$ cat src/sv/row_batch_range_packer_macros.svh
// ---------------------------------------------------------------------------
// row batch range packer assertion macros
// shared concurrent assertion forms for the packer modules
// ---------------------------------------------------------------------------
`ifndef ROW_BATCH_RANGE_PACKER_MACROS_SVH
`define ROW_BATCH_RANGE_PACKER_MACROS_SVH

// same-cycle implication
`define RBRP_ASSERT_SAME(lbl, ck, rs, ante, cons, msg) \
  lbl: assert property (@(posedge ck) disable iff (rs) (ante) |-> (cons)) else $error(msg);

// next-cycle implication
`define RBRP_ASSERT_NEXT(lbl, ck, rs, ante, cons, msg) \
  lbl: assert property (@(posedge ck) disable iff (rs) (ante) |=> (cons)) else $error(msg);

`endif

$ cat src/sv/rbrp_pkg.sv
// ---------------------------------------------------------------------------
// rbrp_pkg
// types, constants and helpers shared by the row batch range packer
// ---------------------------------------------------------------------------
package rbrp_pkg;

  localparam int MAX_ROWS     = 65536;
  localparam int HEADER_BYTES = 4;

  localparam int SIZE_W   = 24;
  localparam int OFF_W    = 16;
  localparam int ROWS_W   = 17;
  localparam int BYTES_W  = 40;
  localparam int BUDGET_W = 32;
  localparam logic [BUDGET_W-1:0] BUDGET_RESET = 32'd1048576;

  // row index within a batch and row counts of a range
  localparam int RIDX_W = $clog2(MAX_ROWS);
  localparam int CNT_W  = $clog2(MAX_ROWS + 1);

  // width of the five-times-bytes and four-times-budget merge compare
  localparam int CMP_W = BYTES_W + 3;

  localparam int EQ_DEPTH = 4;
  localparam int EQ_PTR_W = $clog2(EQ_DEPTH);
  localparam int EQ_CNT_W = $clog2(EQ_DEPTH + 1);

  typedef struct packed {
    logic [SIZE_W-1:0] row_size;
    logic              last_row;
  } in_t;

  typedef struct packed {
    logic [OFF_W-1:0]   range_offset;
    logic [ROWS_W-1:0]  range_rows;
    logic [BYTES_W-1:0] range_bytes;
    logic [BYTES_W-1:0] batch_total_bytes;
    logic               last_range;
  } out_t;

  // per-row outcome handed from the front to the back
  typedef struct packed {
    logic               close_emit;
    logic [OFF_W-1:0]   c_start;
    logic [CNT_W-1:0]   c_rows;
    logic [BYTES_W-1:0] c_bytes;
    logic               is_end;
    logic               held_valid;
    logic [OFF_W-1:0]   h_start;
    logic [CNT_W-1:0]   h_rows;
    logic [BYTES_W-1:0] h_bytes;
    logic [OFF_W-1:0]   o_start;
    logic [CNT_W-1:0]   o_rows;
    logic [BYTES_W-1:0] o_bytes;
    logic [BYTES_W-1:0] total;
  } event_t;

  // record slots of one event, in output order
  typedef enum logic [1:0] {
    SLOT_DEFER,
    SLOT_CLOSE,
    SLOT_HELD,
    SLOT_OPEN
  } slot_t;

  function automatic logic [BYTES_W-1:0] sat_add(input logic [BYTES_W-1:0] a,
                                                 input logic [BYTES_W-1:0] b);
    logic [BYTES_W:0] s;
    s = {1'b0, a} + {1'b0, b};
    return s[BYTES_W] ? {BYTES_W{1'b1}} : s[BYTES_W-1:0];
  endfunction

endpackage

$ cat src/sv/row_batch_range_packer.sv
// ---------------------------------------------------------------------------
// row_batch_range_packer
// greedy packing of a batch's rows into byte-budgeted ranges
// ---------------------------------------------------------------------------
// usage:
//   rows enter on item with push/full; a row transfers when push is high and
//   full is low. ranges leave on result with empty/pop; the oldest range is
//   shown while empty is low and transfers when pop is high.
//   the byte budget is written on cfg_valid/cfg_ready/cfg_data; cfg_ready is
//   always high. write it only while no row is in flight.
// path: a range reaches the result port through the event queue and then
//   the result register, after the row that completes it transfers.
// throughput: one row per cycle while rows yield at most one range and the
//   result is popped; the back sequencer puts out one range per cycle while
//   its output is free, and the four-entry event queue absorbs two-range rows.
//   when a last row completes three ranges the third is given out just
//   ahead of the next row's ranges, once that row has been taken.
// reset: batch state clears, the budget returns to 1048576, nothing pending.
// a stalled receiver holds the result register; the event queue fills and
//   then full rises.
// ---------------------------------------------------------------------------
module row_batch_range_packer
  import rbrp_pkg::*;
(
  input  logic                clk,
  input  logic                rst,
  input  logic                push,
  input  in_t                 item,
  output logic                full,
  output logic                empty,
  input  logic                pop,
  output out_t                result,
  input  logic                cfg_valid,
  output logic                cfg_ready,
  input  logic [BUDGET_W-1:0] cfg_data
);

  logic [BUDGET_W-1:0] budget;
  logic                ev_push;
  logic                ev_full;
  logic                ev_pop;
  logic                ev_empty;
  event_t              ev_in;
  event_t              ev_head;

  rbrp_front u_front (
    .clk       (clk),
    .rst       (rst),
    .push      (push),
    .item      (item),
    .full      (full),
    .cfg_valid (cfg_valid),
    .cfg_ready (cfg_ready),
    .cfg_data  (cfg_data),
    .budget    (budget),
    .ev_full   (ev_full),
    .ev_push   (ev_push),
    .ev        (ev_in)
  );

  rbrp_queue u_queue (
    .clk   (clk),
    .rst   (rst),
    .push  (ev_push),
    .wdata (ev_in),
    .full  (ev_full),
    .pop   (ev_pop),
    .rdata (ev_head),
    .empty (ev_empty)
  );

  rbrp_back u_back (
    .clk      (clk),
    .rst      (rst),
    .ev       (ev_head),
    .ev_empty (ev_empty),
    .ev_pop   (ev_pop),
    .budget   (budget),
    .result   (result),
    .empty    (empty),
    .pop      (pop)
  );

endmodule

$ cat src/sv/rbrp_queue.sv
// ---------------------------------------------------------------------------
// rbrp_queue
// short event queue between the front and the back
// ---------------------------------------------------------------------------
`include "row_batch_range_packer_macros.svh"

module rbrp_queue
  import rbrp_pkg::*;
(
  input  logic   clk,
  input  logic   rst,
  input  logic   push,
  input  event_t wdata,
  output logic   full,
  input  logic   pop,
  output event_t rdata,
  output logic   empty
);

  event_t               mem [EQ_DEPTH];
  logic [EQ_PTR_W-1:0]  wr_ptr;
  logic [EQ_PTR_W-1:0]  rd_ptr;
  logic [EQ_CNT_W-1:0]  count;
  logic                 do_push;
  logic                 do_pop;

  assign full    = (count == EQ_CNT_W'(EQ_DEPTH));
  assign empty   = (count == '0);
  assign do_push = push && !full;
  assign do_pop  = pop && !empty;
  assign rdata   = mem[rd_ptr];

  always_ff @(posedge clk) begin
    if (do_push) begin
      mem[wr_ptr] <= wdata;
    end
  end

  always_ff @(posedge clk) begin
    if (rst) begin
      wr_ptr <= '0;
      rd_ptr <= '0;
      count  <= '0;
    end else begin
      if (do_push) begin
        wr_ptr <= wr_ptr + 1'b1;
      end
      if (do_pop) begin
        rd_ptr <= rd_ptr + 1'b1;
      end
      case ({do_push, do_pop})
        2'b10:   count <= count + 1'b1;
        2'b01:   count <= count - 1'b1;
        default: count <= count;
      endcase
    end
  end

  `RBRP_ASSERT_SAME(a_no_push_full, clk, rst, push, !full, "event pushed into full queue")
  `RBRP_ASSERT_NEXT(a_count_up, clk, rst, do_push && !do_pop, count == $past(count) + 1'b1,
                    "queue count did not follow a lone push")

endmodule

$ cat src/sv/rbrp_front.sv
// ---------------------------------------------------------------------------
// rbrp_front
// accepts rows, tracks open and held ranges, classifies each row
// ---------------------------------------------------------------------------
`include "row_batch_range_packer_macros.svh"

module rbrp_front
  import rbrp_pkg::*;
(
  input  logic                clk,
  input  logic                rst,
  input  logic                push,
  input  in_t                 item,
  output logic                full,
  input  logic                cfg_valid,
  output logic                cfg_ready,
  input  logic [BUDGET_W-1:0] cfg_data,
  output logic [BUDGET_W-1:0] budget,
  input  logic                ev_full,
  output logic                ev_push,
  output event_t              ev
);

  logic [RIDX_W-1:0]  row_index;
  logic [OFF_W-1:0]   open_start;
  logic [CNT_W-1:0]   open_rows;
  logic [BYTES_W-1:0] open_bytes;
  logic               held_valid;
  logic [OFF_W-1:0]   held_start;
  logic [CNT_W-1:0]   held_rows;
  logic [BYTES_W-1:0] held_bytes;
  logic [BYTES_W-1:0] total_bytes;

  logic               acc;
  logic               row_end;
  logic               close;
  logic [BYTES_W-1:0] cost;
  logic [BYTES_W:0]   ob_sum;
  logic [BYTES_W-1:0] total_next;
  logic [OFF_W-1:0]   open_start_next;
  logic [CNT_W-1:0]   open_rows_next;
  logic [BYTES_W-1:0] open_bytes_next;
  logic               held_valid_next;
  logic [OFF_W-1:0]   held_start_next;
  logic [CNT_W-1:0]   held_rows_next;
  logic [BYTES_W-1:0] held_bytes_next;

  assign full      = ev_full;
  assign cfg_ready = 1'b1;
  assign acc       = push && !ev_full;

  // a row that fills the batch ends it
  assign row_end = item.last_row || (row_index == RIDX_W'(MAX_ROWS - 1));
  assign cost    = BYTES_W'(item.row_size) + BYTES_W'(HEADER_BYTES);
  assign ob_sum  = {1'b0, open_bytes} + {1'b0, cost};
  assign close   = (open_rows != '0) && (ob_sum > (BYTES_W + 1)'(budget));

  assign total_next = sat_add(total_bytes, cost);

  always_comb begin
    if (close) begin
      held_valid_next = 1'b1;
      held_start_next = open_start;
      held_rows_next  = open_rows;
      held_bytes_next = open_bytes;
      open_start_next = OFF_W'(row_index);
      open_rows_next  = CNT_W'(1);
      open_bytes_next = cost;
    end else begin
      held_valid_next = held_valid;
      held_start_next = held_start;
      held_rows_next  = held_rows;
      held_bytes_next = held_bytes;
      open_start_next = (open_rows == '0) ? OFF_W'(row_index) : open_start;
      open_rows_next  = open_rows + 1'b1;
      open_bytes_next = ob_sum[BYTES_W] ? {BYTES_W{1'b1}} : ob_sum[BYTES_W-1:0];
    end
  end

  always_comb begin
    ev_push       = acc;
    ev.close_emit = close && held_valid;
    ev.c_start    = held_start;
    ev.c_rows     = held_rows;
    ev.c_bytes    = held_bytes;
    ev.is_end     = row_end;
    ev.held_valid = held_valid_next;
    ev.h_start    = held_start_next;
    ev.h_rows     = held_rows_next;
    ev.h_bytes    = held_bytes_next;
    ev.o_start    = open_start_next;
    ev.o_rows     = open_rows_next;
    ev.o_bytes    = open_bytes_next;
    ev.total      = total_next;
  end

  always_ff @(posedge clk) begin
    if (rst) begin
      budget <= BUDGET_RESET;
    end else if (cfg_valid && cfg_ready) begin
      budget <= cfg_data;
    end
  end

  always_ff @(posedge clk) begin
    if (rst) begin
      row_index   <= '0;
      open_start  <= '0;
      open_rows   <= '0;
      open_bytes  <= '0;
      held_valid  <= 1'b0;
      held_start  <= '0;
      held_rows   <= '0;
      held_bytes  <= '0;
      total_bytes <= '0;
    end else if (acc) begin
      if (row_end) begin
        row_index   <= '0;
        open_start  <= '0;
        open_rows   <= '0;
        open_bytes  <= '0;
        held_valid  <= 1'b0;
        held_start  <= '0;
        held_rows   <= '0;
        held_bytes  <= '0;
        total_bytes <= '0;
      end else begin
        row_index   <= row_index + 1'b1;
        open_start  <= open_start_next;
        open_rows   <= open_rows_next;
        open_bytes  <= open_bytes_next;
        held_valid  <= held_valid_next;
        held_start  <= held_start_next;
        held_rows   <= held_rows_next;
        held_bytes  <= held_bytes_next;
        total_bytes <= total_next;
      end
    end
  end

  `RBRP_ASSERT_NEXT(a_batch_clears, clk, rst, acc && row_end,
                    (row_index == '0) && (open_rows == '0) && !held_valid,
                    "batch state not cleared after last row")

endmodule

$ cat src/sv/rbrp_back.sv
// ---------------------------------------------------------------------------
// rbrp_back
// walks each event's ranges, merges the tail, drives the result register
// ---------------------------------------------------------------------------
`include "row_batch_range_packer_macros.svh"

module rbrp_back
  import rbrp_pkg::*;
(
  input  logic                clk,
  input  logic                rst,
  input  event_t              ev,
  input  logic                ev_empty,
  output logic                ev_pop,
  input  logic [BUDGET_W-1:0] budget,
  output out_t                result,
  output logic                empty,
  input  logic                pop
);

  logic [1:0]   pos;
  logic [1:0]   k;
  logic         defer_valid;
  out_t         defer_rec;
  logic         out_valid;

  logic             hv;
  logic             merge;
  logic [CMP_W-1:0] o5;
  logic [CMP_W-1:0] b4;
  logic [3:0]       p;
  logic [3:0]       m;
  logic [3:0]       rest;
  slot_t            sel;
  logic             done;
  logic             third;
  logic             out_free;
  logic             advance;
  logic             emit_out;
  logic             defer_wr;
  out_t             rec;

  assign hv = !ev_empty;

  // final range merges when under four fifths of the budget
  assign o5    = {1'b0, ev.o_bytes, 2'b00} + CMP_W'(ev.o_bytes);
  assign b4    = CMP_W'({budget, 2'b00});
  assign merge = ev.held_valid && (o5 < b4);

  always_comb begin
    p             = '0;
    p[SLOT_DEFER] = defer_valid;
    p[SLOT_CLOSE] = ev.close_emit;
    p[SLOT_HELD]  = ev.is_end && ev.held_valid;
    p[SLOT_OPEN]  = ev.is_end && !merge;
  end

  assign m    = p & (4'b1111 << pos);
  assign rest = m & (m - 4'd1);
  assign done = (rest == '0);

  always_comb begin
    if (m[SLOT_DEFER]) begin
      sel = SLOT_DEFER;
    end else if (m[SLOT_CLOSE]) begin
      sel = SLOT_CLOSE;
    end else if (m[SLOT_HELD]) begin
      sel = SLOT_HELD;
    end else begin
      sel = SLOT_OPEN;
    end
  end

  always_comb begin
    rec.batch_total_bytes = ev.total;
    case (sel)
      SLOT_DEFER: begin
        rec = defer_rec;
      end
      SLOT_CLOSE: begin
        rec.range_offset = ev.c_start;
        rec.range_rows   = ROWS_W'(ev.c_rows);
        rec.range_bytes  = ev.c_bytes;
        rec.last_range   = 1'b0;
      end
      SLOT_HELD: begin
        rec.range_offset = ev.h_start;
        if (merge) begin
          rec.range_rows  = ROWS_W'(ev.h_rows + ev.o_rows);
          rec.range_bytes = sat_add(ev.h_bytes, ev.o_bytes);
          rec.last_range  = 1'b1;
        end else begin
          rec.range_rows  = ROWS_W'(ev.h_rows);
          rec.range_bytes = ev.h_bytes;
          rec.last_range  = 1'b0;
        end
      end
      default: begin
        rec.range_offset = ev.o_start;
        rec.range_rows   = ROWS_W'(ev.o_rows);
        rec.range_bytes  = ev.o_bytes;
        rec.last_range   = 1'b1;
      end
    endcase
  end

  // a third range of one row waits in the defer slot for the next row
  assign third    = (k == 2'd2);
  assign out_free = !out_valid || pop;
  assign advance  = hv && ((m == '0) || third || out_free);
  assign emit_out = hv && (m != '0) && !third && out_free;
  assign defer_wr = hv && (m != '0) && third;
  assign ev_pop   = advance && ((m == '0) || done);

  assign empty  = !out_valid;

  always_ff @(posedge clk) begin
    if (rst) begin
      pos         <= '0;
      k           <= '0;
      defer_valid <= 1'b0;
      out_valid   <= 1'b0;
    end else begin
      if (advance) begin
        if (ev_pop) begin
          pos <= '0;
          k   <= '0;
        end else begin
          pos <= 2'(sel) + 2'd1;
          k   <= k + 2'd1;
        end
      end
      if (defer_wr) begin
        defer_valid <= 1'b1;
      end else if (advance && (m != '0) && (sel == SLOT_DEFER)) begin
        defer_valid <= 1'b0;
      end
      if (emit_out) begin
        out_valid <= 1'b1;
      end else if (pop) begin
        out_valid <= 1'b0;
      end
    end
  end

  always_ff @(posedge clk) begin
    if (defer_wr) begin
      defer_rec <= rec;
    end
    if (emit_out) begin
      result <= rec;
    end
  end

  `RBRP_ASSERT_SAME(a_defer_free, clk, rst, defer_wr, !defer_valid,
                    "deferred range overwritten before transfer")
  `RBRP_ASSERT_SAME(a_out_rise, clk, rst, $rose(out_valid), $past(emit_out),
                    "result appeared without an emission")

endmodule

$ cat config.mk
export PLATFORM = sky130hd
export DESIGN_NAME = row_batch_range_packer
export DESIGN_NICKNAME = d
export VERILOG_FILES = /design/src/sv/rbrp_pkg.sv /design/src/sv/row_batch_range_packer.sv /design/src/sv/rbrp_queue.sv /design/src/sv/rbrp_front.sv /design/src/sv/rbrp_back.sv
export VERILOG_INCLUDE_DIRS = /design/src /design/src/sv
export SDC_FILE = /design/constraint.sdc
export NUM_CORES = 2
export LEC_CHECK = 0
export ABC_AREA = 1
export BUFFER_PORTS_ARGS = -buffer_cell sky130_fd_sc_hd__buf_2
export CAP_MARGIN = 20
export CORE_MARGIN = 3
export CORE_UTILIZATION = 45
export CTS_BUF_LIST = sky130_fd_sc_hd__clkbuf_8
export DETAILED_ROUTE_END_ITERATION = 12
export PLACE_DENSITY = 0.62
export SLEW_MARGIN = 20
export SYNTH_ARGS = -nofsm -noshare
export SYNTH_HDL_FRONTEND = slang
export SYNTH_SLANG_ARGS = --single-unit
$ cat constraint.sdc
create_clock -name clk -period 51.2 [get_ports clk]
set_input_delay 12.8 -clock clk [delete_from_list [all_inputs] [get_ports clk]]
set_output_delay 12.8 -clock clk [all_outputs]
set_load 0.01 [all_outputs]
==> flow_summary_export.csv <==
group,metric,value,unit
critical_path,crit_path_start,"item[3]",
route,wire_per_inst,22.5,um
clocking,root_buffer,"clkbuf_8",
final_layout,syn2layout_area_growth,11.2,%
critical_path,cp_data_required_time,51.82,ns
clocking,cts_tree,"yes",
synth,async_flop_share,0,
synth,seq_area_frac_synth,0.598,
clocking,clkLatencyLatePin,1.00,ns
clocking,hold_buffers,0,
sta,fin_ws,31.25,ns
floorplanning,start_util,0.455,
sta,grt_setup_unrepaired,"no",
sta,skew,0.0978,ns
place,pre_cts_slack,30.53,ns
place,placedCellCount,9445,
critical_path,r2r_slack,41.40,ns
critical_path,cpPeakStageDelay,0.84,ns
critical_path,timing.rr.end,"u_back.defer_rec[61]",
min_path,hp-start,"u_front.open_start[8]",
floorplanning,row_count,146,
synth,avgSynthCellArea,9.79,sq um
critical_path,cp_max_fo,75,
floorplanning,num_io_pins,179,
global_route,grt_pass1_wl,331000,um
global_route,grt_max_degree,167,
min_path,min_path_cells,2,
floorplanning,dieArea,166000,sq um
critical_path,crit_slowest_cell,"inv_2",
status,run_status,"finished, final reports clean",
final_layout,instances_no_fill,9924,
clocking,cts.sinks,1526,
synth,synth_ff_type,"edfxtp_1",
synth,synthCells,7393,
final_layout,num-nets-final,7868,
sta,setup_viol,0,
sta,slew_headroom,0.188,
synth,synth.distinct_cells,66,
route,drt_wl_total,223000,um
sta,finalSetupTns,0,ns
clocking,clock_path_buffers,4,
synth,ys_ff_latch,1526,
place,portBuffers,177,
synth,yosys_warnings,0,
flow_run,drv_cap,0,
global_route,antenna_found_initial,9,
route,drc_errors,0,
power,p_total,5370,uW
clocking,cts-htree-levels,5,
critical_path,ff2ff_path_depth,34,
synth,syn_area,72400,sq um
clocking,post_cts.repair.setup_buffers,0,
floorplanning,core-area,159000,sq um
route,num_vias,55800,
place,place_congestion,0.960,
floorplanning,fp.dieW,407,um
critical_path,critPathArrivalTime,20.56,ns
global_route,grt_overflow_total,0,
route,firstDrtPassIters,6,
sta,fin_crit,19.95,ns
clocking,post_cts_resized,0,
global_route,track_usage,0.261,
sta,tightest_slew,1.22,ns
power,pwr_density_cell,66.7,nW/um^2
place,hpwlAfterDp,141000,um
critical_path,crit_path_frequent_cell,"nand2_1",
power,ir_worst_vdd,0.0455,mV
min_path,hold_class,"flip-flop to flip-flop",
final_layout,drive_above_1_share,0.0877,
route,ant_nets,0,
synth,synth_nets,7682,
min_path,whs_endpoint,"u_front.open_start[8]",
critical_path,critPathKind,"input port to flip-flop",
final_layout,layout_commonest_cell,"nand2_1",
sta,whs,0.464,ns
critical_path,end_kind,"flip-flop",
sta,fmax,0.0501,GHz
sta,hold_viol,0,
route,initialDrtViolationCount,5363,
sta,min_period_over_period,0.390,
clocking,cts_made_buffers,278,
synth,synth_edf_count,1276,
floorplanning,die-height,407,um
route,viasPerCell,5.62,
sta,slew_violations,0,
clocking,clk_pin_slew,0.06,ns
power,p_leak,0.0308,uW
final_layout,final_cell_mix,"nand2_1, edfxtp_1, nor2_1",
global_route,grt_pass1_vias,52200,
critical_path,start_kind,"input port",
==> through the flow <==
| stage | util | cell area [sq um] |
|---|---|---|
| final | 0.506 | 80500 |
| after global placement | 0.474 | 75400 |
| after detailed placement | 0.474 | 75400 |
| after floorplan | - | 72400 |
| after global routing | 0.506 | 80500 |
| after CTS | 0.506 | 80500 |
==> cell families (layout without fill, tap and decap cells) <==
family                     after synthesis  count (layout)  synth area share
other                                    1               5         0.0000518
buffers and inverters                  985            1366            0.0526
adders and majority gates              227             227            0.0399
DFF                                   1526            1526             0.598
and+or+nand+nor                       2959            2959             0.173
xor gates and xnor gates               141             141            0.0172
AOI/OAI and AO/OA                     1554            1554             0.119
==> layout make-up <==
type / instances / area [sq um]
fillers: 14500 / 78600
multi-input cells: 4882 / 25400
diodes: 4 / 10.0
inverters: 629 / 2390
clock buffers: 308 / 4240
clock inverters: 167 / 847
flip-flops and latches: 1526 / 43300
repair buffers: 262 / 1620
well taps: 2146 / 2690
==> critical path, delay by kind of cell <==
kind	cells	cell delay, ns
AND/OR/NAND/NOR	20	3.76
buffers and inverters	6	1.59
AO/OA/AOI/OAI	6	1.15
adder cells (fa/ha/maj)	2	0.74
XOR/XNOR	2	0.39
==> power breakdown <==
group | total, uW | switching, uW | internal (uW)
clock | 1080 | 497 | 579
combinational | 2620 | 1850 | 770
sequential | 1680 | 53.7 | 1630
total | 5370 | 2400 | 2970
==> cells in the mapped netlist (all sizes together), types with 2 or more instances <==
| cell type | instances | area [sq um] |
|---|---|---|
| and3 | 2 | 12.5 |
| o31ai | 4 | 30.0 |
| o21ai | 526 | 2640 |
| or2 | 24 | 150 |
| a21boi | 11 | 86.3 |
| nor3b | 7 | 52.6 |
| xnor2 | 46 | 403 |
| o211ai | 33 | 258 |
| inv | 626 | 2350 |
| clkbuf | 294 | 1100 |
| nand3 | 540 | 2720 |
| nand3b | 8 | 60.1 |
| o22a | 8 | 70.1 |
| dfxtp | 250 | 5000 |
| ha | 221 | 2770 |
| a221oi | 3 | 26.3 |
| nor4 | 22 | 138 |
| nand2 | 1323 | 4990 |
| and2 | 114 | 713 |
| nand4 | 58 | 363 |
| o21bai | 18 | 135 |
| o21a | 21 | 158 |
| fa | 6 | 120 |
| buf | 62 | 339 |
| a211oi | 4 | 30.0 |
| nor2 | 806 | 3050 |
| nor3 | 54 | 287 |
| a32oi | 38 | 333 |
| o22ai | 112 | 701 |
| edfxtp | 1276 | 38300 |
| a21oi | 614 | 3080 |
| a21o | 22 | 165 |
| xor2 | 95 | 840 |
| clkinv | 3 | 11.3 |
| a31oi | 132 | 826 |
==> layer usage <==
metal / part of all wire / up-vias / track usage
met5: 0 / - / 0
met4: 0.032 / 0 / 0.0877
met3: 0.084 / 423 / 0.0509
met2: 0.46 / 2274 / 0.410
met1: 0.43 / 26900 / 0.363
li1: - / 26200 / -
==> state kept, by name (all words and copies together), names as in the netlist, 3 cells and up, named ones only <==
signal / cells
u_front.open_start: 16
u_queue.count: 3
u_front.held_bytes: 40
u_front.held_start: 16
u_front.held_rows: 17
u_front.row_index: 16
u_back.result: 114
u_queue.mem: 1048
u_front.open_bytes: 40
u_front.total_bytes: 40
u_front.budget: 32
u_back.defer_rec: 114
u_front.open_rows: 17
==> how the worst max path moves through the flow <==
stage / slack (ns) / to / cells past startpoint
6_report: 31.25 / u_queue.mem[2][64] / 36
4_1_cts: 31.50 / u_queue.mem[2][64] / 36
5_1_grt: 30.77 / u_queue.mem[0][64] / 36
3_3_place_gp: 30.51 / u_queue.mem[0][64] / 36
2_1_floorplan: 25.94 / u_queue.mem[0][0] / 5
3_5_place_dp: 30.53 / u_queue.mem[1][64] / 36
(Power assumes the default switching activity.)
